--- config.mk ---
export PLATFORM = sky130hd
export DESIGN_NAME = mpid_state_mem
export DESIGN_NICKNAME = d
export VERILOG_FILES = /design/src/design/mpid_pkg.sv /design/src/design/mpid_state_mem.sv
export SDC_FILE = /design/constraint.sdc
export NUM_CORES = 2
export LEC_CHECK = 0
export BUFFER_PORTS_ARGS = -buffer_cell sky130_fd_sc_hd__buf_2
export CORE_MARGIN = 3
export CORE_UTILIZATION = 62
export CTS_CLUSTER_DIAMETER = 80
export DETAILED_ROUTE_END_ITERATION = 8
export PLACE_DENSITY = 0.78
export SLEW_MARGIN = 20
export SYNTH_ARGS = -nofsm -noshare
export SYNTH_HDL_FRONTEND = slang
export SYNTH_SLANG_ARGS = --single-unit
export TNS_END_PERCENT = 20
--- constraint.sdc ---
create_clock -name clk -period 2.3 [get_ports clk]
set_input_delay 0.46 -clock clk [delete_from_list [all_inputs] [get_ports clk]]
set_output_delay 0.46 -clock clk [all_outputs]
set_load 0.03 [all_outputs]
--- src/design/mpid_pkg.sv ---
// shared types and constants for the multichannel pid controller
package mpid_pkg;

    localparam int CHANNELS       = 16;
    localparam int GAIN_FRAC_BITS = 8;
    localparam int CH_W           = (CHANNELS > 1) ? $clog2(CHANNELS) : 1;
    localparam int CH_PORT_W      = 4;
    localparam int CH_CMP_W       = 8;

    localparam int ERR_W   = 17;
    localparam int DERR_W  = 18;
    localparam int INTEG_W = 32;
    localparam int SUM_W   = 33;
    localparam int PP_W    = 33;
    localparam int PI_W    = 48;
    localparam int PD_W    = 34;
    localparam int TOTAL_W = 50;

    localparam int OUT_DEPTH = 8;
    localparam int OPTR_W    = $clog2(OUT_DEPTH);
    localparam int OCNT_W    = $clog2(OUT_DEPTH + 1);

    typedef enum logic {
        OP_INIT = 1'b0,
        OP_CALC = 1'b1
    } op_t;

    typedef struct packed {
        logic signed [15:0]        gain_p;
        logic signed [15:0]        gain_i;
        logic signed [15:0]        gain_d;
        logic [30:0]               integral_limit;
        logic [15:0]               output_limit;
        logic signed [ERR_W-1:0]   prev_error;
        logic signed [INTEG_W-1:0] integral;
        logic                      first_pending;
    } chan_state_t;

    typedef struct packed {
        op_t                     op;
        logic                    in_range;
        logic [CH_W-1:0]         ch;
        logic signed [ERR_W-1:0] error;
        logic signed [15:0]      gain_p;
        logic signed [15:0]      gain_i;
        logic signed [15:0]      gain_d;
        logic [30:0]             integral_limit;
        logic [15:0]             output_limit;
    } item_t;

    typedef struct packed {
        logic            en;
        logic [CH_W-1:0] addr;
        chan_state_t     data;
    } mem_wr_t;

endpackage

--- src/design/mpid_state_mem.sv ---
// per-channel state memory, registered read, write-first bypass, reset by valid bits
module mpid_state_mem (
    input  logic                      clk,
    input  logic                      rst_n,
    input  logic                      rd_en,
    input  logic [mpid_pkg::CH_W-1:0] rd_addr,
    input  mpid_pkg::mem_wr_t         wr,
    output mpid_pkg::chan_state_t     rd_data
);
    import mpid_pkg::*;

    chan_state_t           mem [CHANNELS];
    logic [CHANNELS-1:0]   valid_reg;
    chan_state_t           mem_q_reg;
    chan_state_t           wdata_q_reg;
    logic                  byp_reg;
    logic                  hit_reg;

    always_ff @(posedge clk)
    begin
        if (wr.en)
        begin
            mem[wr.addr] <= wr.data;
        end
        if (rd_en)
        begin
            mem_q_reg   <= mem[rd_addr];
            wdata_q_reg <= wr.data;
        end
    end

    always_ff @(posedge clk or negedge rst_n)
    begin
        if (!rst_n)
        begin
            valid_reg <= '0;
            byp_reg   <= 1'b0;
            hit_reg   <= 1'b0;
        end
        else
        begin
            if (wr.en)
            begin
                valid_reg[wr.addr] <= 1'b1;
            end
            if (rd_en)
            begin
                byp_reg <= wr.en && (wr.addr == rd_addr);
                hit_reg <= valid_reg[rd_addr];
            end
        end
    end

    // a write to the same entry in the same cycle as the read wins; unwritten entries read as zero
    always_comb
    begin
        if (byp_reg)
        begin
            rd_data = wdata_q_reg;
        end
        else if (hit_reg)
        begin
            rd_data = mem_q_reg;
        end
        else
        begin
            rd_data = '0;
        end
    end

endmodule

## After elaboration in Yosys (flattened, before gate mapping)

Memory sizes are Yosys's and may differ from the RTL's. A register that Yosys moved wholly into a read port is not among the register bits.
Index checks and enable logic that the tools add are counted.
Widths: inputs -> output; s select.

| storage, ports and cells | value |
|---|---|
| bits in writable memories | 2320 |
| logic and storage cells | 27 |
| memories | 1 |
| output and inout bits | 145 |
| register bits after elaboration | 163 |
| input bits | 157 |

| cells by class | value |
|---|---|
| reduce and logical (&&, ||, !) cells | 2 |
| eq/ne operators | 1 |
| muxes and demuxes | 8 |
| bitwise operators | 1 |
| order comparisons | 3 |

Memories:

| name | words | bits a word | read ports | clocked after memory_dff | write ports | line | text |
|---|---|---|---|---|---|---|---|
| mem | 16 | 145 | 1 | 1 | 1 | mpid_state_mem.sv:12 | `chan_state_t mem [CHANNELS];` |

Operators with widths:

| cell | number |
|---|---|
| $mux 145 | 2 |
| $or 16x16->16 | 1 |
| $lt 4x5->1 const B | 2 |
| $bmux 1 s4 | 1 |
| $demux 1 s4 | 1 |
| $eq 4x4->1 | 1 |
| $ge 4x1->1 const B | 1 |
| $mux 1 | 4 |
| $logic_and 1x1->1 | 2 |

## Depth between registers and ports, before layout

| depth | value |
|---|---|
| depth in word-level cells | 5 |
| depth in mapped cells | 8 |
| gate-level depth less buffers | 4 |

## Worst setup path before layout

OpenSTA, ideal clock, no wires.

| timing | value |
|---|---|
| kind | input port to flip-flop |
| from | input wr[148] in the netlist's numbering |
| to | register valid_reg[0] |
| buffers on the path | 0 |
| stages on the path | 3 |
| required time | 2.172 ns |
| path slack | -9.522 ns |
| setup time | 0.128 ns |
| arrival | 11.694 ns |
| cells stage by stage | or3b_2 -> nor3_1 -> or2_2 |

| between the ends | value |
|---|---|
| cells in the longest elaborated chain, start to end | 5 |
| elaborated cells between the ends (all ways) | 6 |
| classes of those cells | order compare (2); mux (2); bitwise (1); reduce/logical (1) |

Ends and longest elaborated chain:

| what | line | text |
|---|---|---|
| from (decl) | mpid_state_mem.sv:7 | `input mpid_pkg::mem_wr_t wr,` |
| $lt 4x5->1 (implied by the code) / $ge 4x1->1 (equally long branches) | mpid_state_mem.sv:44 | `valid_reg[wr.addr] <= 1'b1;` |
| $logic_and 1x1->1 (implied by the code) | mpid_state_mem.sv:44 |  |
| $mux 1 (implied by the code) | mpid_state_mem.sv:44 |  |
| $demux 1 s4 * | mpid_state_mem.sv:44 |  |
| $or 16x16->16 (no line) * | n/a |  |
| to (signal assigned) | mpid_state_mem.sv:36 | `valid_reg <= '0;` |
| to (signal, indexed assignment) | mpid_state_mem.sv:44 |  |
| to (decl) | mpid_state_mem.sv:13 | `logic [CHANNELS-1:0] valid_reg;` |

Mark *: on every way between the ends. The rest lies on a longest branch, timed or not.
A chain may end at the register's enable or synchronous reset.

==> summary.txt <==
Power
  – Power share of the combinational group: under 10%
  – Pint: 79980 uW
  – Pwr/cell area: a little under 900 nW/um^2
  – Sw power: between 20000 and 25000 uW
  – Sequential fraction of design power: approximately 53%
  – Static Leakage: about 0.038 uW
  – Max VDD drop: around 0.00099 V
  – Clock Power Share: between 30% and 40%
  – Power, Total: 102700 uW
  – Sw Share: ~22%

Logic synthesis
  – Ys async rst share: less than 1%
  – Prevailing post-synth register cell: edfxtp_1
  – Yosys warns: 0
  – Synth Instances: ~4000
  – Yosys cell types: 28
  – Seq cells post-synth: around 2600
  – Syn Std Cell Area: between 90000 and 100000 um^2
  – Net count after synthesis: 4118
  – Syn avg cell area: approximately 25 um^2
  – Number of synthesized flops with an enable pin: 2610
  – Register area share after synthesis: 80.27%

Timing
  – Max Fclk: 349.7 MHz
  – Post-route setup TNS: -69.85 ns
  – Final setup viols: 145
  – Worst clock skew: 0.04191 ns
  – Minimum clock period: about 2.9 ns
  – Worst setup margin: -0.5600 ns
  – Slew Limit Headroom: between 50% and 60%
  – RSZ-0062 raised after global routing: true
  – Endpoints failing hold: 0
  – Final Max Tran Viols: 0
  – Crit share post-route: 124.3%
  – Measured slew at the worst slew-check pin: between 0.6 and 0.7 ns

Detailed routing
  – Vias: 47998
  – Drt total wl: roughly 240000 um
  – Final ANT Viol Nets: 0
  – Routed vias/inst: 6.777
  – Remaining DRCs: 0
  – WL/cell: approximately 34 um
  – First-pass DRT Iterations: 6
  – Starting DRC count in detailed routing: 6365

CTS
  – CTS tree: yes
  – CTS Buffer Depth: 3
  – Worst-Skew Late Latency: 0.87 ns
  – Clock sink count: ~2600
  – Worst-path clk slew: 0.06 ns
  – CTS Buf Count: around 240
  – Htree depth: 4
  – Clock root buffer: clkbuf_16

Cells and area
  – Most common cell after layout, fill and taps aside: edfxtp_1
  – Area grow syn2layout: 19.40%
  – Max reg flops: about 2300
  – Layout cells sized above 1: approximately a third
  – Fin nets: 4973
  – Most frequent cells in the layout: 2610 x edfxtp_1, 667 x mux4_2, 248 x clkbuf_16

Floorplan
  – CORE AREA: 156800 um^2
  – Die height: between 400 and 500 um
  – Die W: around 400 um
  – Starting Density: 62.65%
  – I/O Pins: 302
  – Row Count: about 150
  – Die Area: 163200 um^2

Global routing
  – First-pass GRT wire length: roughly 350000 um
  – Vias in the first global route: 50434
  – GR Util All Layers: between 30% and 40%
  – Initial antenna violation count: 9
  – Largest net degree at the start of global routing: 65
  – Grt ovf: 0

Worst setup path
  – Setup Crit Path Kind: reg2out
  – Type of origin of the critical path: register
  – CP max FO: 16
  – Data required, critical path: between 1.5 and 2 ns
  – Worst setup EP type: output port
  – Crit path DAT: approximately 2.4 ns

Run status
  – Violated checks: negative setup slack
  – Status: finished with violations

Worst hold path
  – Hold Path Class: in2reg

Place
  – Final HPWL DP: between 100000 and 150000 um
  – GPL Wtd Cong: approximately 0.76
  – I/O Buffers: about 300

Run
  – MaxCap Viol Count: 0
[cell type report]
class / count / area, um^2
multi-input cells: 1114 / 18790
flip-flops and latches: 2628 / 78830
clock inverters: 151 / 1396
repair buffers: 830 / 9274
fillers: 7969 / 39500
clock buffers: 295 / 6370
inverters: 1 / 3.754
diodes: 5 / 12.51
well taps: 2058 / 2575
[worst max-delay path, stage by stage, from the launching register on]
cell     delay [ns]
dfrtp_4        0.50
nor2b_4        0.17
buf_12         0.17
buf_16         0.16
buf_16         0.18
a22o_1         0.19
buf_6          0.14
[stage by stage]
stage	util (%)	instance area, um^2	setup WS, ns	hold slack, ns	cells
floorplan	-	98360	-2.571	0.1644	3961
global placement	67.94	106500	-0.1655	0.4206	6462
detailed placement	67.94	106500	-0.1929	0.4270	6462
CTS	74.61	117000	-0.6375	0.05828	7073
global route	74.79	117200	-0.6136	0.1043	7079
finish	74.80	117200	-0.5600	0.1249	7082
[power groups by stage]
stage,registers (uW),clock network [uW],logic (uW)
global placement,55500,0,7070
CTS,54600,39700,8490
detailed placement,55600,0,7230
global route,54700,41500,9080
finish,54700,39300,8700
floorplan,55400,0,4200
[kinds of logic after synthesis]
kind of cell	count (synthesis)	synth area share, %
flops	2628	80.27
simple gates	109	0.6498
compound gates	270	2.091
xor+xnor	4	0.03567
buf+inv	219	1.003
mux	731	15.95
[worst paths after layout]
path	from	to	slack (ns)	depth (start not counted)
worst max register to register	mem[5][100]	mem_q_reg[100]	0.40	4
max in group asynchronous	rst_n	byp_reg	1.73	2
worst min-delay path	wr[148]	byp_reg	0.12	4
worst max-delay path	byp_reg	rd_data[75]	-0.56	6
worst min register to register	valid_reg[10]	valid_reg[10]	0.47	1
min in group asynchronous	rst_n	valid_reg[11]	0.18	2
[Yosys cell counts (4+ instances only)]
cell | instances | area share [%]
a22o_1 | 144 | 1.3
mux2i_1 | 64 | 0.65
buf_6 | 5 | 0.057
dfrtp_1 | 18 | 0.46
nor3_1 | 5 | 0.025
buf_2 | 76 | 0.39
a21oi_1 | 61 | 0.31
buf_4 | 8 | 0.061
clkbuf_1 | 115 | 0.44
mux4_2 | 667 | 15
nor2_1 | 13 | 0.050
edfxtp_1 | 2610 | 80
xnor2_1 | 4 | 0.036
or2_2 | 16 | 0.10
buf_1 | 14 | 0.054
nor2b_1 | 62 | 0.39
a211oi_1 | 61 | 0.47
[what timing repair did]
| action | CTS | global route |
|---|---|---|
| hold buffers | 149 | 0 |
| hold endpoints to repair | 2448 | 0 |
| pin swaps | 31 | 33 |
| buffers inserted | 11 | 2 |
| endpoints found under the setup margin | 145 | 145 |
| gates cloned | 5 | 2 |
| resized for setup | 282 | 40 |
[metal layers]
| metal | vias up | wire length [um] | track usage, % | part of all wire (%) |
|---|---|---|---|---|
| met5 | - | 41 | 0 | 0.017 |
| met4 | 6 | 7762 | 10.95 | 3.2 |
| met3 | 499 | 23310 | 4.965 | 9.6 |
| met2 | 3127 | 125900 | 50.60 | 52 |
| met1 | 25448 | 86450 | 41.65 | 36 |
| li1 | 18918 | - | - | - |
(Power assumes the default switching activity.)
