<file path="src/design/mpid_pkg.sv">
// shared types and constants for the multichannel pid controller
package mpid_pkg;

    localparam int CHANNELS       = 16;
    localparam int GAIN_FRAC_BITS = 8;
    localparam int CH_W           = (CHANNELS > 1) ? $clog2(CHANNELS) : 1;
    localparam int CH_PORT_W      = 4;
    localparam int CH_CMP_W       = 8;

    localparam int ERR_W   = 17;
    localparam int DERR_W  = 18;
    localparam int INTEG_W = 32;
    localparam int SUM_W   = 33;
    localparam int PP_W    = 33;
    localparam int PI_W    = 48;
    localparam int PD_W    = 34;
    localparam int TOTAL_W = 50;

    localparam int OUT_DEPTH = 8;
    localparam int OPTR_W    = $clog2(OUT_DEPTH);
    localparam int OCNT_W    = $clog2(OUT_DEPTH + 1);

    typedef enum logic {
        OP_INIT = 1'b0,
        OP_CALC = 1'b1
    } op_t;

    typedef struct packed {
        logic signed [15:0]        gain_p;
        logic signed [15:0]        gain_i;
        logic signed [15:0]        gain_d;
        logic [30:0]               integral_limit;
        logic [15:0]               output_limit;
        logic signed [ERR_W-1:0]   prev_error;
        logic signed [INTEG_W-1:0] integral;
        logic                      first_pending;
    } chan_state_t;

    typedef struct packed {
        op_t                     op;
        logic                    in_range;
        logic [CH_W-1:0]         ch;
        logic signed [ERR_W-1:0] error;
        logic signed [15:0]      gain_p;
        logic signed [15:0]      gain_i;
        logic signed [15:0]      gain_d;
        logic [30:0]             integral_limit;
        logic [15:0]             output_limit;
    } item_t;

    typedef struct packed {
        logic            en;
        logic [CH_W-1:0] addr;
        chan_state_t     data;
    } mem_wr_t;

endpackage

</file>
<file path="src/design/mpid_datapath.sv">
// update stage, multiply stage and sum stage of the pid pipeline, then output scale and clamp
module mpid_datapath (
    input  logic                  clk,
    input  logic                  rst_n,
    input  logic                  in_acc,
    input  mpid_pkg::item_t       in_item,
    input  mpid_pkg::chan_state_t rd_data,
    output mpid_pkg::mem_wr_t     wr,
    output logic                  push,
    output logic [15:0]           push_data
);
    import mpid_pkg::*;

    // stage 1: item beside the state read
    logic  s1_valid_reg;
    item_t s1_item_reg;

    // stage 2: operands for the multipliers
    logic                       s2_valid_reg;
    logic                       s2_zero_reg;
    logic signed [ERR_W-1:0]    s2_err_reg;
    logic signed [DERR_W-1:0]   s2_derr_reg;
    logic signed [INTEG_W-1:0]  s2_integ_reg;
    logic signed [15:0]         s2_gp_reg;
    logic signed [15:0]         s2_gi_reg;
    logic signed [15:0]         s2_gd_reg;
    logic [15:0]                s2_olim_reg;

    // stage 3: products
    logic                    s3_valid_reg;
    logic                    s3_zero_reg;
    logic signed [PP_W-1:0]  s3_pp_reg;
    logic signed [PI_W-1:0]  s3_pi_reg;
    logic signed [PD_W-1:0]  s3_pd_reg;
    logic [15:0]             s3_olim_reg;

    // stage 4: total
    logic                       s4_valid_reg;
    logic                       s4_zero_reg;
    logic signed [TOTAL_W-1:0]  s4_total_reg;
    logic [15:0]                s4_olim_reg;

    logic                       zero_s1;
    logic signed [DERR_W-1:0]   derr_s1;
    logic signed [SUM_W-1:0]    sum_s1;
    logic signed [SUM_W-1:0]    lim_pos;
    logic signed [SUM_W-1:0]    lim_neg;
    logic signed [INTEG_W-1:0]  integ_s1;
    logic signed [TOTAL_W-1:0]  shifted;
    chan_state_t                new_state;

    always_comb
    begin
        derr_s1  = {s1_item_reg.error[ERR_W-1], s1_item_reg.error}
                 - {rd_data.prev_error[ERR_W-1], rd_data.prev_error};
        sum_s1   = {rd_data.integral[INTEG_W-1], rd_data.integral}
                 + {{(SUM_W-ERR_W){s1_item_reg.error[ERR_W-1]}}, s1_item_reg.error};
        lim_pos  = {2'b00, rd_data.integral_limit};
        lim_neg  = -lim_pos;
        if (sum_s1 > lim_pos)
        begin
            integ_s1 = lim_pos[INTEG_W-1:0];
        end
        else if (sum_s1 < lim_neg)
        begin
            integ_s1 = lim_neg[INTEG_W-1:0];
        end
        else
        begin
            integ_s1 = sum_s1[INTEG_W-1:0];
        end

        new_state = rd_data;
        zero_s1   = 1'b1;
        wr.en     = 1'b0;
        wr.addr   = s1_item_reg.ch;
        if (s1_valid_reg && s1_item_reg.in_range)
        begin
            wr.en = 1'b1;
            if (s1_item_reg.op == OP_INIT)
            begin
                new_state.gain_p         = s1_item_reg.gain_p;
                new_state.gain_i         = s1_item_reg.gain_i;
                new_state.gain_d         = s1_item_reg.gain_d;
                new_state.integral_limit = s1_item_reg.integral_limit;
                new_state.output_limit   = s1_item_reg.output_limit;
                new_state.prev_error     = '0;
                new_state.integral       = '0;
                new_state.first_pending  = 1'b1;
            end
            else if (rd_data.first_pending)
            begin
                new_state.prev_error    = s1_item_reg.error;
                new_state.first_pending = 1'b0;
            end
            else
            begin
                new_state.prev_error = s1_item_reg.error;
                new_state.integral   = integ_s1;
                zero_s1              = 1'b0;
            end
        end
        wr.data = new_state;
    end

    always_ff @(posedge clk or negedge rst_n)
    begin
        if (!rst_n)
        begin
            s1_valid_reg <= 1'b0;
            s2_valid_reg <= 1'b0;
            s3_valid_reg <= 1'b0;
            s4_valid_reg <= 1'b0;
        end
        else
        begin
            s1_valid_reg <= in_acc;
            s2_valid_reg <= s1_valid_reg;
            s3_valid_reg <= s2_valid_reg;
            s4_valid_reg <= s3_valid_reg;
        end
    end

    always_ff @(posedge clk)
    begin
        if (in_acc)
        begin
            s1_item_reg <= in_item;
        end
        s2_zero_reg  <= zero_s1;
        s2_err_reg   <= s1_item_reg.error;
        s2_derr_reg  <= derr_s1;
        s2_integ_reg <= integ_s1;
        s2_gp_reg    <= rd_data.gain_p;
        s2_gi_reg    <= rd_data.gain_i;
        s2_gd_reg    <= rd_data.gain_d;
        s2_olim_reg  <= rd_data.output_limit;

        s3_zero_reg <= s2_zero_reg;
        s3_pp_reg   <= s2_gp_reg * s2_err_reg;
        s3_pi_reg   <= s2_gi_reg * s2_integ_reg;
        s3_pd_reg   <= s2_gd_reg * s2_derr_reg;
        s3_olim_reg <= s2_olim_reg;

        s4_zero_reg  <= s3_zero_reg;
        s4_total_reg <= {{(TOTAL_W-PP_W){s3_pp_reg[PP_W-1]}}, s3_pp_reg}
                      + {{(TOTAL_W-PI_W){s3_pi_reg[PI_W-1]}}, s3_pi_reg}
                      + {{(TOTAL_W-PD_W){s3_pd_reg[PD_W-1]}}, s3_pd_reg};
        s4_olim_reg  <= s3_olim_reg;
    end

    // zero flag or non-positive total gives zero; else drop the fraction and clamp to the output limit
    always_comb
    begin
        shifted = s4_total_reg >>> GAIN_FRAC_BITS;
        if (s4_zero_reg || (s4_total_reg <= 0))
        begin
            push_data = '0;
        end
        else if ($unsigned(shifted) > {{(TOTAL_W-16){1'b0}}, s4_olim_reg})
        begin
            push_data = s4_olim_reg;
        end
        else
        begin
            push_data = shifted[15:0];
        end
        push = s4_valid_reg;
    end

endmodule

</file>
<file path="config.mk">
export PLATFORM = sky130hd
export DESIGN_NAME = mpid_datapath
export DESIGN_NICKNAME = d
export VERILOG_FILES = /design/src/design/mpid_pkg.sv /design/src/design/mpid_datapath.sv
export SDC_FILE = /design/constraint.sdc
export NUM_CORES = 2
export LEC_CHECK = 0
export BUFFER_PORTS_ARGS = -buffer_cell sky130_fd_sc_hd__buf_4
export CORE_ASPECT_RATIO = 0.9
export CORE_MARGIN = 1
export CORE_UTILIZATION = 40
export CTS_CLUSTER_SIZE = 25
export DETAILED_ROUTE_END_ITERATION = 10
export PLACE_DENSITY = 0.58
export SLEW_MARGIN = 20
export SYNTH_ARGS = -nofsm -noshare
export SYNTH_HDL_FRONTEND = slang
export SYNTH_SLANG_ARGS = --single-unit
</file>
<file path="constraint.sdc">
create_clock -name clk -period 19.3 [get_ports clk]
set_clock_uncertainty 0.15 [all_clocks]
set_input_delay 2.895 -clock clk [delete_from_list [all_inputs] [get_ports clk]]
set_output_delay 2.895 -clock clk [all_outputs]
set_load 0.05 [all_outputs]
</file>
Yosys cells after proc, flatten, opt, wreduce, memory -nomap -nowiden
Index checks and enable logic that the tools add are counted.
- add/sub/neg operators: 5
- multipliers: 3
- $lt $le $gt $ge: 4
- multiplexer cells: 10
- reduce and logical (&&, ||, !) cells: 3
- operators by type and width (cell ; count):
    two-way mux 145 bit ; 1
    two-way mux 32 bit ; 3
    two-way mux 95 bit ; 1
    adder 49 x 34 -> 50 bit ; 1
    > comparator 50 x 16 -> 1 bit ; 1
    less-or-equal comparator 50 x 1 -> 1 bit, second input constant ; 1
    two-way mux 50 bit ; 1
    adder 33 x 48 -> 49 bit ; 1
    multiplier 16 x 32 -> 48 bit ; 1
    multiplier 16 x 18 -> 34 bit ; 1
    adder 32 x 17 -> 33 bit ; 1
    > comparator 33 x 32 -> 1 bit ; 1
    less-than comparator 33 bit ; 1
    multiplier 16 x 17 -> 33 bit ; 1
    negation 31 -> 33 bit ; 1
    two-way mux 16 bit ; 2
    subtractor 17 x 17 -> 18 bit ; 1
    two-way mux 1 bit ; 2
    AND reduction 2 bit ; 1
    logical AND 1 bit ; 1
    logical OR 1 bit ; 1
- flip-flop bits (word level): 453
- output and inout port bits: 167
- word-level logic and storage cells: 54

Longest topological paths before layout
- word-level depth: 7
- depth in mapped cells: 26
- mapped depth without buffers: 25

Worst setup path before layout
Ideal clock, no wire load.
- path kind: input-to-output
- start: in rd_data[1] (netlist name)
- end: out wr[2] (netlist name)
- arrival: 8299 ps
- slack: 7956 ps
- cell stages on the path: 23
- buffers on the path: 2
- cell sequence: ha_1 inv_1 fa_1 nand2b_1 a21o_1 a22oi_1 a211oi_1 o21a_1 o21bai_1 xor2_1 ha_1 nand4_1 nor3_1 a221o_1 a2111oi_0 a21o_1 nand2_1 o21ai_2 and2_0 clkbuf_1 buf_2 nor2_1 o31ai_1
- RTL lines (element ; line ; RTL):
    start: declaration ; mpid_datapath.sv:7 ; input mpid_pkg::chan_state_t rd_data,
    end: declaration ; mpid_datapath.sv:8 ; output mpid_pkg::mem_wr_t wr,

==> metrics.md <==
| Metric | Value |
|---|---|
| Distinct cells, synth | between 80 and 90 |
| Initial antenna violation count | 12 |
| Pin count of the biggest net entering global routing | 80 |
| TritonCTS Buffers | 53 |
| Crit Path Class | input pin to output pin |
| Die Ht | 370 um |
| CTS Buffer Depth | 3 |
| Syn-to-layout area delta | 11.3% |
| CP Data Required Time | 16,260 ps |
| Final Cycle Share | 0.651 |
| Placer Congestion | 0.922 |
| Worst-Skew Late Latency | ~670 ps |
| Clk slew on worst S/H paths | roughly 60 ps |
| First-pass GRT wire length | 277,000 um |
| Max stage delay on crit path | 820 ps |
| Slew HR | 0.222 |
| Final Max Tran Viols | 0 |
| Fin util | 0.451 |
| Cells after Synth | ~6,300 |
| Hold crit path type | register to register |
| Status | completed |
| Number of max-cap violations | 0 |
| Most common cell after layout, fill and taps aside | inv_1 |
| Max Fanout on Critical Path | 29 |
| Hold buffer count at cts | 0 |
| Number of flip-flops in the largest register | ~110 |
| Setup bufs post-CTS | 0 |
| RSZ-0062 raised after global routing | no |
| Slowest stage cell on the critical path | a2111oi_0 |
| Total iterations of the first detailed-routing run | 5 |
| DR DRC count | 0 |
| Top_reg_cell synth | dfxtp_1 |
| Core Box Area | 149,000 um2 |
| # resized after CTS | 0 |
| CP endpoint kind | output pin |
| Min cycle time layout | 12,560 ps |
| Number of global-route vias before repair | 47,421 |
| Most used cell, CP | buf_4 |
| H-tree depth | 2 |
| I/O Buffers | 432 |
| Routed wire per std cell | 20.3 um |
| Global-route usage over all layers | 0.237 |
| CTS tree | done |
| Detailed Route WL | 176,000 um |
| GRT overflow | 0 |
| I/O pin cnt | 433 |
| CTS root buffer | clkbuf_16 |
| Post-synth EDFFs | 118 |
| Most frequent cells in the layout | inv_1, fa_1, nand2_1 |
| Die ar. | roughly 150,000 um2 |
| Mapped Area | 60,300 um2 |
| TritonCTS Sinks | 453 |
| Post-synth ARST share | 0.00883 |
| Share of layout cells above drive strength 1 | 0.105 |
| Hold Violations, Final | 0 |
| Max Freq | 0.0796 GHz |
| Starting DRT DRC Count | 2,604 |
| Sum of negative setup slack | 0 ps |
| Setup violators final | 0 |
| Sequential cell area fraction in the yosys report | 0.170 |
| Syn nets | 8,174 |
| Startpoint types | input pin |
| Num rows | around 130 |
| Die W | between 400 and 500 um |
| Worst-margin pin slew | about 1200 ps |
| Post-Synthesis Mean Instance Area | 9.50 um2 |
| Via count | 44,179 |
| Yosys reg bits | 453 |
| DP Wirelength | roughly 140,000 um |
| Vias/cell | about 5 |
| Initial Util | 0.405 |
| Arrival time at the worst endpoint | 9510 ps |
| Final ANT Viol Nets | 0 |
| # nets final | ~8,500 |
| Yosys warnings | 0 |
[cell usage after synthesis, types with 84 or more instances]
library cell     n  area [um2]
clkbuf_1       206         773
xnor2_1        163        1430
edfxtp_1       118        3540
inv_1         1323        4970
and2_1         426        2670
a21oi_1        212        1060
ha_1           461        5770
nand2_1        727        2730
nor2_1         179         672
a21o_1          93         698
nand3_1         84         420
o21ai_0        162         811
fa_1          1103       22100
dfxtp_1        331        6630
mux2_2          98        1100
[logic make-up after synthesis]
group,synth area share
xor gates and xnor gates,0.0317
AOI/OAI and AO/OA,0.0791
adders and majority gates,0.462
muxes,0.0233
DFF,0.170
buffers and inverters,0.0975
and+or+nand+nor,0.136
[final cells by class]
cell class / instances / area [um2]
fill: 14432 / 81800
multi-input combinational: 4335 / 44200
sequential: 453 / 10300
inverter: 1326 / 4980
timing repair buffer: 463 / 3480
tap: 1972 / 2470
clock buffer: 69 / 1480
clock inverter: 28 / 213
antenna: 4 / 10.0
[final timing paths]
kind                                           from                endpoint  slack [ps]  cells past startpoint
setup / recovery                         rd_data[1]                   wr[3]        6740                     25
max in group asynchronous                     rst_n  s3_valid_reg$_DFF_PN0_       17040                      1
min in group asynchronous                     rst_n  s1_valid_reg$_DFF_PN0_        1860                      1
hold reg to reg              s2_olim_reg[3]$_DFF_P_  s3_olim_reg[3]$_DFF_P_         170                      0
hold / removal               s2_olim_reg[3]$_DFF_P_  s3_olim_reg[3]$_DFF_P_         170                      0
setup reg to reg           s2_integ_reg[21]$_DFF_P_   s3_pi_reg[47]$_DFF_P_       11670                     21
[routing by layer]
layer	part of all wire	GRT usage	up-vias	routed length, um
li1	-	-	20277	-
met2	0.45	0.375	1479	78300
met4	0.030	0.0676	6	5270
met1	0.45	0.332	22204	79400
met3	0.073	0.0397	213	12800
met5	0.00019	0	-	34
[through the flow]
step	std cells	setup slack [ps]	hold WS [ps]	instance area [um2]
5_1_grt	8648	6520	181	67100
6_report	8650	6740	175	67100
4_1_cts	8646	6890	177	67100
3_3_place_gp	8549	6940	162	65400
3_5_place_dp	8549	6930	162	65400
2_1_floorplan	6344	7960	160	60300
[critical path, delay by kind of cell]
family	cells	cell delay, ps
xor+xnor	1	380
compound gates	11	3330
buf+inv	5	1130
simple gates	5	820
fa+ha+maj	3	920
Power is not shown: default switching activity piles up to over one toggle a cycle in this logic, so the estimate is an artifact.
