==> src/design/mpid_pkg.sv <==
// shared types and constants for the multichannel pid controller
package mpid_pkg;

    localparam int CHANNELS       = 16;
    localparam int GAIN_FRAC_BITS = 8;
    localparam int CH_W           = (CHANNELS > 1) ? $clog2(CHANNELS) : 1;
    localparam int CH_PORT_W      = 4;
    localparam int CH_CMP_W       = 8;

    localparam int ERR_W   = 17;
    localparam int DERR_W  = 18;
    localparam int INTEG_W = 32;
    localparam int SUM_W   = 33;
    localparam int PP_W    = 33;
    localparam int PI_W    = 48;
    localparam int PD_W    = 34;
    localparam int TOTAL_W = 50;

    localparam int OUT_DEPTH = 8;
    localparam int OPTR_W    = $clog2(OUT_DEPTH);
    localparam int OCNT_W    = $clog2(OUT_DEPTH + 1);

    typedef enum logic {
        OP_INIT = 1'b0,
        OP_CALC = 1'b1
    } op_t;

    typedef struct packed {
        logic signed [15:0]        gain_p;
        logic signed [15:0]        gain_i;
        logic signed [15:0]        gain_d;
        logic [30:0]               integral_limit;
        logic [15:0]               output_limit;
        logic signed [ERR_W-1:0]   prev_error;
        logic signed [INTEG_W-1:0] integral;
        logic                      first_pending;
    } chan_state_t;

    typedef struct packed {
        op_t                     op;
        logic                    in_range;
        logic [CH_W-1:0]         ch;
        logic signed [ERR_W-1:0] error;
        logic signed [15:0]      gain_p;
        logic signed [15:0]      gain_i;
        logic signed [15:0]      gain_d;
        logic [30:0]             integral_limit;
        logic [15:0]             output_limit;
    } item_t;

    typedef struct packed {
        logic            en;
        logic [CH_W-1:0] addr;
        chan_state_t     data;
    } mem_wr_t;

endpackage

==> src/design/mpid_out_fifo.sv <==
// result queue in front of the output port
module mpid_out_fifo (
    input  logic        clk,
    input  logic        rst_n,
    input  logic        push,
    input  logic [15:0] push_data,
    input  logic        pop,
    output logic        not_empty,
    output logic [15:0] head
);
    import mpid_pkg::*;

    logic [15:0]       data_reg [OUT_DEPTH];
    logic [OPTR_W-1:0] wr_ptr_reg;
    logic [OPTR_W-1:0] rd_ptr_reg;
    logic [OCNT_W-1:0] count_reg;
    logic [OCNT_W-1:0] count_next;

    always_comb
    begin
        count_next = count_reg;
        if (push && !pop)
        begin
            count_next = count_reg + 1'b1;
        end
        else if (pop && !push)
        begin
            count_next = count_reg - 1'b1;
        end
    end

    always_ff @(posedge clk or negedge rst_n)
    begin
        if (!rst_n)
        begin
            wr_ptr_reg <= '0;
            rd_ptr_reg <= '0;
            count_reg  <= '0;
        end
        else
        begin
            count_reg <= count_next;
            if (push)
            begin
                wr_ptr_reg <= wr_ptr_reg + 1'b1;
            end
            if (pop)
            begin
                rd_ptr_reg <= rd_ptr_reg + 1'b1;
            end
        end
    end

    always_ff @(posedge clk)
    begin
        if (push)
        begin
            data_reg[wr_ptr_reg] <= push_data;
        end
    end

    assign not_empty = (count_reg != '0);
    assign head      = data_reg[rd_ptr_reg];

endmodule
==> config.mk <==
export PLATFORM = sky130hd
export DESIGN_NAME = mpid_out_fifo
export DESIGN_NICKNAME = d
export VERILOG_FILES = /design/src/design/mpid_pkg.sv /design/src/design/mpid_out_fifo.sv
export SDC_FILE = /design/constraint.sdc
export NUM_CORES = 1
export LEC_CHECK = 0
export ABC_CLOCK_PERIOD_IN_PS = 4800
export BUFFER_PORTS_ARGS = -buffer_cell sky130_fd_sc_hd__buf_2
export CAP_MARGIN = 10
export CORE_AREA = 2 2 169 138
export CTS_CLUSTER_DIAMETER = 80
export DETAILED_ROUTE_END_ITERATION = 7
export DIE_AREA = 0 0 171 140
export PLACE_DENSITY = 0.36
export SYNTH_ARGS = -nofsm -noshare
export SYNTH_HDL_FRONTEND = slang
export SYNTH_SLANG_ARGS = --single-unit
==> constraint.sdc <==
create_clock -name clk -period 4.8 [get_ports clk]
set_input_delay 0.96 -clock clk [delete_from_list [all_inputs] [get_ports clk]]
set_output_delay 0.96 -clock clk [all_outputs]
set_load 0.005 [all_outputs]
# Word level (Yosys, flattened, before mapping)
# Memories as Yosys holds them, arrays and structs flattened.
# Cells that the tools add are included.
dict set report word_totals {
  elab_cells 18
  mem_count 1
  out_inout_bits 17
  mem_bits_rw 128
  inputBits 20
  ff_bits 10
}
dict set report classes {
  addsub 4
  n_mux 4
  reduce_logical 6
}
# name depth width read_ports rd_clocked_by_memory_dff write_ports line_no
set mem_list {}
lappend mem_list {data_reg 8 16 1 0 1 mpid_out_fifo.sv:13} ;# logic [15:0] data_reg [OUT_DEPTH];
# op count
set op_table {}
lappend op_table {{two-way mux 4 bit} 2}
lappend op_table {{adder 3 x 1 -> 3 bit (second input constant)} 2}
lappend op_table {{adder 4 x 1 -> 4 bit (second input constant)} 1}
lappend op_table {{nonzero test 4 bit} 1}
lappend op_table {{subtractor 4 x 1 -> 4 bit (second input constant)} 1}
lappend op_table {{logical AND 1 bit} 2}
lappend op_table {{logical NOT 1 bit} 2}
lappend op_table {{two-way mux 1 bit} 2}
lappend op_table {{nonzero test 2 bit} 1}

# Depth between registers and ports, before layout
# Gate-level depths: netlist of the first run.
dict set report logic_depth {
  ltp_word 4
  depth_mapped 7
  ltp_nobuf 7
}

# Least setup slack after synthesis of the first run
# No wires, ideal clock.
dict set report synth_path {
  kind {input port to flip-flop}
  from {input push}
  to {memory data_reg[0][0] (enable)}
  t_required_ns 4.391
  setup_time_ns 0.409
  path_slack_ns 2.202
  path_stages 2
  arrival_ns 2.188
  n_path_buf 0
  path_cell_list {nand2b_1 > nor3_1}
}
dict set report synth_via {
  elab_chain_cells 2
}
# element line_no
set synth_rtl {}
lappend synth_rtl {{start: declaration} mpid_out_fifo.sv:5} ;# input logic push,
lappend synth_rtl {{two-way mux 1 bit} mpid_out_fifo.sv:56} ;# if (push)
lappend synth_rtl {{two-way mux 1 bit (implied by the code)} mpid_out_fifo.sv:58} ;# data_reg[wr_ptr_reg] <= push_data;
lappend synth_rtl {{end: declaration} mpid_out_fifo.sv:13}
# No other way between the ends.

# Worst setup path in the final report of the first run
dict set report layout_path {
  from {register rd_ptr_reg[0]}
  to {output head[2]}
}
dict set report layout_via {
  elab_chain_cells 1
}
# element line_no
set layout_rtl {}
lappend layout_rtl {{start: declaration} mpid_out_fifo.sv:15} ;# logic [OPTR_W-1:0] rd_ptr_reg;
lappend layout_rtl {{start signal: assignment} mpid_out_fifo.sv:49} ;# rd_ptr_reg <= rd_ptr_reg + 1'b1;
lappend layout_rtl {{memory read (8 x 16 bit)} n/a}
lappend layout_rtl {{end: declaration} mpid_out_fifo.sv:9} ;# output logic [15:0] head
# No other way between the ends.

==> flow_summary.ini, run 1 <==
[sta]
drv_slew = 0
layout_setup_ws_ps = 1250
finalSetupViolations = 0
hold_viol = 0
clock_skew_ps = 8.18
slew_headroom = 0.304
tightest_slew_ps = 1040
rsz0062_at_grt = no
tns_ps = 0
max_freq_mhz = 282
period_needed_ps = 3550
fin_crit_sh = 0.739

[grt]
grt_util_met3 = 0.0288
grt_pass1_vias = 2636
antenna_found_initial = 1
grt_pass1_wl_mm = 17.3
grtUsageTotal = 0.104
top_usage_layer = met2
grt_start_max_net_pins = 35
overflow = 0
grtUsageMet1 = 0.141
use_met2 = 0.155

[clock_network]
hold_buffers = 0
cts_resized = 0
clock_path_buffers = 2
clk_root_buffer_cell = clkbuf_16
clock_sinks = 138
clk_latency_ps = 410
cts.clk_slew.worst_paths_ps = 60
postCtsSetupBuffers = 0
cts_tree = yes
htree_levels = 4
cts_made_buffers = 17

[place]
place.gp.congestion = 0.676
dp_slack_ps = 1630
dp_hpwl_mm = 6.52
io_buffers = 36

[setup_path]
critPathKind = flop to output port
start_kind = flop
reg2reg_to = data_reg[4][12]$_DFFE_PP_
timing.rr.start = wr_ptr_reg[0]$_DFFE_PN0P_
end_kind = output port
cp.arrival_ps = 2590
r2r_cells = 3
path_max_fanout = 20
ff2ff_setup_slack_ps = 2940
critPathRequiredTime_ps = 3840

[cells_and_area]
antenna_cells = 0
largest_reg_flops = 128
drive_gt1_frac = 0.357
area_growth_pct = 22.0
fin_nets = 324
fill_cells = 2194

[floorplan]
design.portCount = 37
die-height_um = 140
rows = 49
start_util = 0.248
coreArea_um2 = 22200
dieArea_um2 = 23900
die_w_um = 171

[logic_synthesis]
yosys_warnings = 0
yosysTopAreaCell = edfxtp_1
synthFlopType = edfxtp_1
synth.area.top_cells = edfxtp_1, mux4_1, dfrtp_1, mux2_2, mux4_2
synth-seq-cells = 138
synth.most_common_cell = edfxtp_1
synthDominantCellAreaShare = 0.698
synthArstFlopShare = 0.0725
postSynthAreaPerCell_um2 = 22.5
syn-instance-count = 245
synth_seq_area_share = 0.743
synth_nets = 271
netlist_area_um2 = 5510
synth_cell_types = 27
synth_edf_count = 128
synthTopCellsByCount = edfxtp_1, mux4_1, mux2_2

[power]
ir_worst_vdd_v = 0.000235
p_leak_nw = 2.27
powerDensity_nw_per_um2 = 609

[drt]
drtPass1Iterations = 4
drtIter0Drc = 167
via_count = 2539
vias_per_cell = 4.12
routed_wl_mm = 11.6
drc = 0
ant_nets = 0
routedWlPerCell_um = 18.8

[flow_run]
maxCapViolations = 0

[worst_hold_path]
hp-class = primary input to asynchronous set/reset pin

[run_status]
outcome = complete, no violations
==> power by group <==
group | total, mW | switching, mW | internal, mW
logic | 0.963 | 0.422 | 0.541
clock network | 1.40 | 0.486 | 0.912
registers | 1.73 | 0.208 | 1.53
==> cell usage in the layout (no fill, tap or decap) <==
cell type   synthesis  routed
xnor2_1             4       4
fa_1                1       1
or4_1               2       2
clkinv_1            0       2
a2111o_1            1       1
nand2b_1            3       3
ha_1                5       5
a21oi_1             2       2
nand3b_1            1       1
bufinv_16           0       5
buf_2               3      36
mux2_2             19      19
clkinvlp_4          0       3
mux4_2              7       7
xor2_1              2       2
buf_4               0       9
inv_1               2       2
clkinv_2            0       5
nand2_1             6       6
nand3_1             2       2
nor3_1              3       1
edfxtp_1          128     128
clkbuf_16           0      17
o21ai_0             1       1
or3_1               1       1
nor2_2              0       6
dfrtp_2             0       2
o211ai_1            2       2
mux2i_1             1       1
nor3_2              0       2
mux4_1             25      25
dfrtp_1            10       8
==> worst max-delay path, stage by stage, from the launching register on <==
cell and delay (ps):
dfrtp_2 670, buf_4 460, mux4_1 630, mux2_2 270, buf_2 130
==> routing by layer <==
metal | vias to the layer above | share of wire
met1 | 1341 | 0.49
met3 | 13 | 0.030
met5 | - | 0.0011
met2 | 38 | 0.46
met4 | 2 | 0.016
li1 | 1145 | -
==> through the flow <==
stage                     instance area (µm²)  hold slack (ps)  utilization  instances  total power [mW]
final                                    6720              403        0.303        617              4.09
after detailed placement                 6090              521        0.274        585              2.77
after floorplan                          5510              469            -        245              2.36
after global placement                   6090              512        0.274        585              2.76
after CTS                                6720              386        0.303        617              4.18
after global routing                     6720              398        0.303        617              4.32
==> worst max path at each step <==
stage / from / endpoint / slack [ps] / depth (start not counted)
CTS: rd_ptr_reg[0]$_DFFE_PN0P_ / head[3] / 1170 / 4
finish: rd_ptr_reg[0]$_DFFE_PN0P_ / head[2] / 1250 / 4
detailed placement: rd_ptr_reg[0]$_DFFE_PN0P_ / head[3] / 1630 / 4
global placement: rd_ptr_reg[0]$_DFFE_PN0P_ / head[3] / 1640 / 4
floorplan: push / data_reg[0][0]$_DFFE_PP_ / 2200 / 2
global route: rd_ptr_reg[0]$_DFFE_PN0P_ / head[1] / 1120 / 4
==> area by class of cell <==
cell class	instances	area (µm²)	share of cell area
clock buffers	17	425	0.0633
clock inverters	15	205	0.0305
inverters	2	7.51	0.00112
multi-input cells	94	1360	0.202
flip-flops and latches	138	4100	0.609
well taps	306	383	0.0570
repair buffers	45	248	0.0369
==> cell families after synthesis <==
logic type               Yosys count  share of synthesized area
AND/OR/NAND/NOR                   24                     0.0213
buffers and inverters             13                     0.0150
flip-flops                       138                      0.743
adder cells (fa/ha/maj)            6                     0.0150
XOR/XNOR                           6                    0.00954
AO/OA/AOI/OAI                      6                    0.00749
multiplexers                      52                      0.189
(Power assumes the default switching activity.)
==> run 2: changes to the inputs <==
- ABC_CLOCK_PERIOD_IN_PS: 4800 -> 3150
- PLACE_DENSITY: 0.36 -> 0.38
- clock period: 4.8 -> 3.15 ns (I/O delays scaled with it)
==> run 2 against run 1 <==
Cell area rose by 0.30%. Clock power increased by 49%. Register-to-register slack lost 1600 ps. Highest routed layer is now met4. Critical path depth is the same. Flip-flop and latch count stayed put. Global-route usage down 0.36 points. First-iteration DRC count rose by 11%. Hold slack lost 320 ps. Largest power group unchanged.
==> flow_summary.ini, run 2 (synthesis results as in run 1) <==
[sta]
clock_skew_ps = 11.6
tns_ps = 0
drv_slew = 0
rsz0062_at_grt = no
period_needed_ps = 2900
layout_setup_ws_ps = 253
max_freq_mhz = 345
tightest_slew_ps = 554
hold_viol = 0
fin_crit_sh = 0.920
slew_headroom = 0.630
finalSetupViolations = 0

[grt]
overflow = 0
grt_pass1_vias = 2595
grtUsageTotal = 0.100
grt_pass1_wl_mm = 16.9
antenna_found_initial = 1
grt_start_max_net_pins = 35

[setup_path]
r2r_cells = 3
start_kind = flop
timing.rr.start = wr_ptr_reg[2]$_DFFE_PN0P_
critPathKind = flop to output port
cp-startpoint = rd_ptr_reg[0]$_DFFE_PN0P_
cp.arrival_ps = 2270
end_kind = output port
critPathRequiredTime_ps = 2520
path_max_fanout = 26

[cells_and_area]
fin_nets = 326
antenna_cells = 0
largest_reg_flops = 128
layout_commonest_cell = edfxtp_1
area_growth_pct = 22.4
mostFrequentLayoutCells = edfxtp_1, buf_2, mux4_1
fill_cells = 2190
drive_gt1_frac = 0.361

[place]
place.gp.congestion = 0.674
dp_slack_ps = 662
io_buffers = 36
dp_hpwl_mm = 6.48

[power]
power_frac_seq = 0.399
ir_worst_vdd_v = 0.000297
power.total_mw = 6.22
p_leak_nw = 2.29
p_int_mw = 4.50
combPwrFrac = 0.266
p_sw_frac = 0.276
powerDensity_nw_per_um2 = 922
p_clk_frac = 0.334
p_switching_mw = 1.71

[clock_network]
cts_tree = yes
hold_buffers = 0
cts.clk_slew.worst_paths_ps = 60
cts_resized = 0
clk_latency_ps = 410
cts_made_buffers = 17
clk_root_buffer_cell = clkbuf_16
htree_levels = 4
clock_path_buffers = 2
postCtsSetupBuffers = 0
clock_sinks = 138

[drt]
vias_per_cell = 4.10
routedWlPerCell_um = 18.2
ant_nets = 0
via_count = 2535
routed_wl_mm = 11.2
drtIter0Drc = 185
drtPass1Iterations = 4
drc = 0

[floorplan]
design.portCount = 37
coreArea_um2 = 22200
die-height_um = 140
dieArea_um2 = 23900
die_w_um = 171
rows = 49
start_util = 0.248

[run_status]
outcome = complete, no violations

[worst_hold_path]
hp-class = primary input to asynchronous set/reset pin

[flow_run]
maxCapViolations = 0
==> run 2: final timing paths <==
| path | to | slack [ps] |
|---|---|---|
| max in group asynchronous | rd_ptr_reg[0]$_DFFE_PN0P_ | 2840 |
| min reg2reg | count_reg[2]$_DFFE_PN0P_ | 520 |
| max | head[2] | 250 |
| min | count_reg[0]$_DFFE_PN0P_ | 80 |
| max reg2reg | data_reg[3][10]$_DFFE_PP_ | 1380 |
| min in group clk | rd_ptr_reg[0]$_DFFE_PN0P_ | 470 |
==> run 2: layer usage <==
layer / up-vias / share of wire / wire length (µm) / global-route usage
met5: - / 0 / 0 / 0
met3: 10 / 0.037 / 413 / 0.0336
met2: 38 / 0.46 / 5130 / 0.149
li1: 1150 / - / - / -
met1: 1337 / 0.50 / 5590 / 0.139
met4: 0 / 0.0097 / 109 / 0.0294
==> run 2: final cells by class <==
type                            count  area [µm²]  share of cell area
Clock inverter                     15         199              0.0295
Timing Repair Buffer               47         275              0.0408
Sequential cell                   138        4100               0.607
Inverter                            2        7.51             0.00111
Clock buffer                       17         425              0.0631
Multi-Input combinational cell     94        1360               0.201
Tap cell                          306         383              0.0568
==> run 2: stage by stage <==
stage               cells  cell area [µm²]  hold slack, ps  utilization
finish                619             6740            77.8        0.304
global route          619             6740            80.6        0.304
CTS                   619             6740            70.9        0.304
detailed placement    587             6120             507        0.276
global placement      587             6120             508        0.276
floorplan             245             5510             334            -
==> run 2: critical path: stages, from the launching register on <==
cell	delay, ps
dfrtp_2	530
buf_12	280
mux4_1	590
mux2_2	290
buf_2	140
==> run 2: power groups by stage <==
stage	registers (mW)	clock network [mW]	logic, mW
after floorplan	2.44	0	1.15
after detailed placement	2.52	0	1.71
after global placement	2.52	0	1.70
after CTS	2.49	2.13	1.72
final	2.48	2.08	1.66
after global routing	2.51	2.22	1.82
==> run 3: changes to the inputs <==
- ABC_CLOCK_PERIOD_IN_PS: 3150 -> 3400
- GPL_ROUTABILITY_DRIVEN: not set -> 0
- PLACE_DENSITY: 0.38 -> 0.36
- clock period: 3.15 -> 3.4 ns (I/O delays scaled with it)
==> run 3 against run 2 <==
Non-clock buffer count is 1 higher. Hold slack better by 40 ps. Largest power group unchanged. Critical path depth unchanged. Sequential share of layout area rose by 0.43 points. Wire length up 0.88%. Total power down 10%. Register-to-register slack better by 120 ps. Flip-flop and latch count unchanged. Via count decreased by 1.9%. Final cell count up 0.32%. Clock power decreased by 16%.
==> flow_summary.ini, run 3 (synthesis results as in run 1) <==
[clock_network]
postCtsSetupBuffers = 0
clock_path_buffers = 2
htree_levels = 4
clock_sinks = 138
cts.clk_slew.worst_paths_ps = 60
clk_latency_ps = 420
cts_made_buffers = 17
hold_buffers = 0
cts_resized = 0
cts_tree = yes
clk_root_buffer_cell = clkbuf_16

[power]
power.total_mw = 5.58
p_leak_nw = 2.26
powerDensity_nw_per_um2 = 833
ir_worst_vdd_v = 0.000274

[place]
placed_area_um2 = 6130
dp_hpwl_mm = 6.60
io_buffers = 36

[drt]
via_count = 2488
drc = 0
routedWlPerCell_um = 18.3
routed_wl_mm = 11.3
vias_per_cell = 4.01
drtPass1Iterations = 4
ant_nets = 0
drtIter0Drc = 136

[floorplan]
start_util = 0.248
die-height_um = 140
design.portCount = 37
die_w_um = 171
coreArea_um2 = 22200
rows = 49
dieArea_um2 = 23900

[sta]
period_needed_ps = 3020
tightest_slew_ps = 758
rsz0062_at_grt = no
tns_ps = 0
hold_viol = 0
fin_crit_sh = 0.888
slew_headroom = 0.492
max_freq_mhz = 331
clock_skew_ps = 7.08
drv_slew = 0
finalSetupViolations = 0

[setup_path]
path_cells = buf_12 > mux4_1 > mux2_2 > buf_2
timing.rr.start = wr_ptr_reg[1]$_DFFE_PN0P_
critPathRequiredTime_ps = 2720
critPathKind = flop to output port
path_max_fanout = 23
start_kind = flop
cp_slowest_cell = dfrtp_2
cp.arrival_ps = 2340
cp_slowest_stage_delay_ps = 620
end_kind = output port
cp-startpoint = rd_ptr_reg[0]$_DFFE_PN0P_

[cells_and_area]
multiInputGateArea_um2 = 1360
final_cell_area_um2 = 6700
regArea_um2 = 4100
drive_gt1_frac = 0.366
fill_cells = 2224
area_growth_pct = 21.5
fin_nets = 327
layout_commonest_cell = edfxtp_1
mostFrequentLayoutCells = edfxtp_1, buf_2, mux4_1
fin_util = 0.302
largest_reg_flops = 128

[flow_run]
maxCapViolations = 0

[grt]
grtUsageTotal = 0.102
grt_start_max_net_pins = 35
antenna_found_initial = 0
grt_pass1_wl_mm = 16.9
overflow = 0
grt_pass1_vias = 2589

[run_status]
outcome = complete, no violations

[worst_hold_path]
hp-class = primary input to asynchronous set/reset pin
-- run 3: cell types whose count changed in the layout (fill, tap and decap cells not counted), moves of 3 or more --
cell        previous run  this run
inv_6                  1         5
clkinvlp_4             1         5
clkinv_4               5         1
bufinv_16              4         1
-- run 3: layer usage --
metal | up-vias | global-route usage | share of wire
met4 | 0 | 0.0428 | 0.014
met3 | 11 | 0.0319 | 0.049
met2 | 57 | 0.147 | 0.45
met5 | - | 0 | 0
met1 | 1269 | 0.140 | 0.49
li1 | 1151 | - | -
-- run 3: final timing paths --
kind,end,depth (start not counted),slack [ps]
setup / recovery,head[2],4,380
hold / removal,count_reg[2]$_DFFE_PN0P_,1,120
setup reg to reg,data_reg[0][10]$_DFFE_PP_,3,1500
hold reg to reg,count_reg[2]$_DFFE_PN0P_,2,520
max in group asynchronous,rd_ptr_reg[0]$_DFFE_PN0P_,1,3060
min in group clk,rd_ptr_reg[0]$_DFFE_PN0P_,2,510
-- run 3: power breakdown --
part	leakage [nW]	internal (mW)	switching, mW
logic	0.710	0.792	0.742
registers	1.28	2.15	0.138
clock network	0.265	1.02	0.735
total	2.26	3.96	1.62
-- run 3: worst max-delay path: cells and delay by family, from the launching register on --
kind	cells	cell delay, ps
buffers and inverters	2	390
DFF	1	620
muxes	2	900
-- run 3: area by class of cell --
| type | instances | share of cell area |
|---|---|---|
| Tap cell | 306 | 0.0572 |
| Clock inverter | 15 | 0.0211 |
| Sequential cell | 138 | 0.612 |
| Multi-Input combinational cell | 94 | 0.203 |
| Timing Repair Buffer | 48 | 0.0422 |
| Clock buffer | 17 | 0.0635 |
| Inverter | 2 | 0.00112 |
| Antenna cell | 1 | 0.000374 |
-- run 3: per-stage QoR --
step	instances	hold slack, ps	setup WS [ps]
finish	621	118	380
global route	620	112	241
CTS	620	105	281
detailed placement	588	515	759
global placement	588	497	766
floorplan	245	384	1080
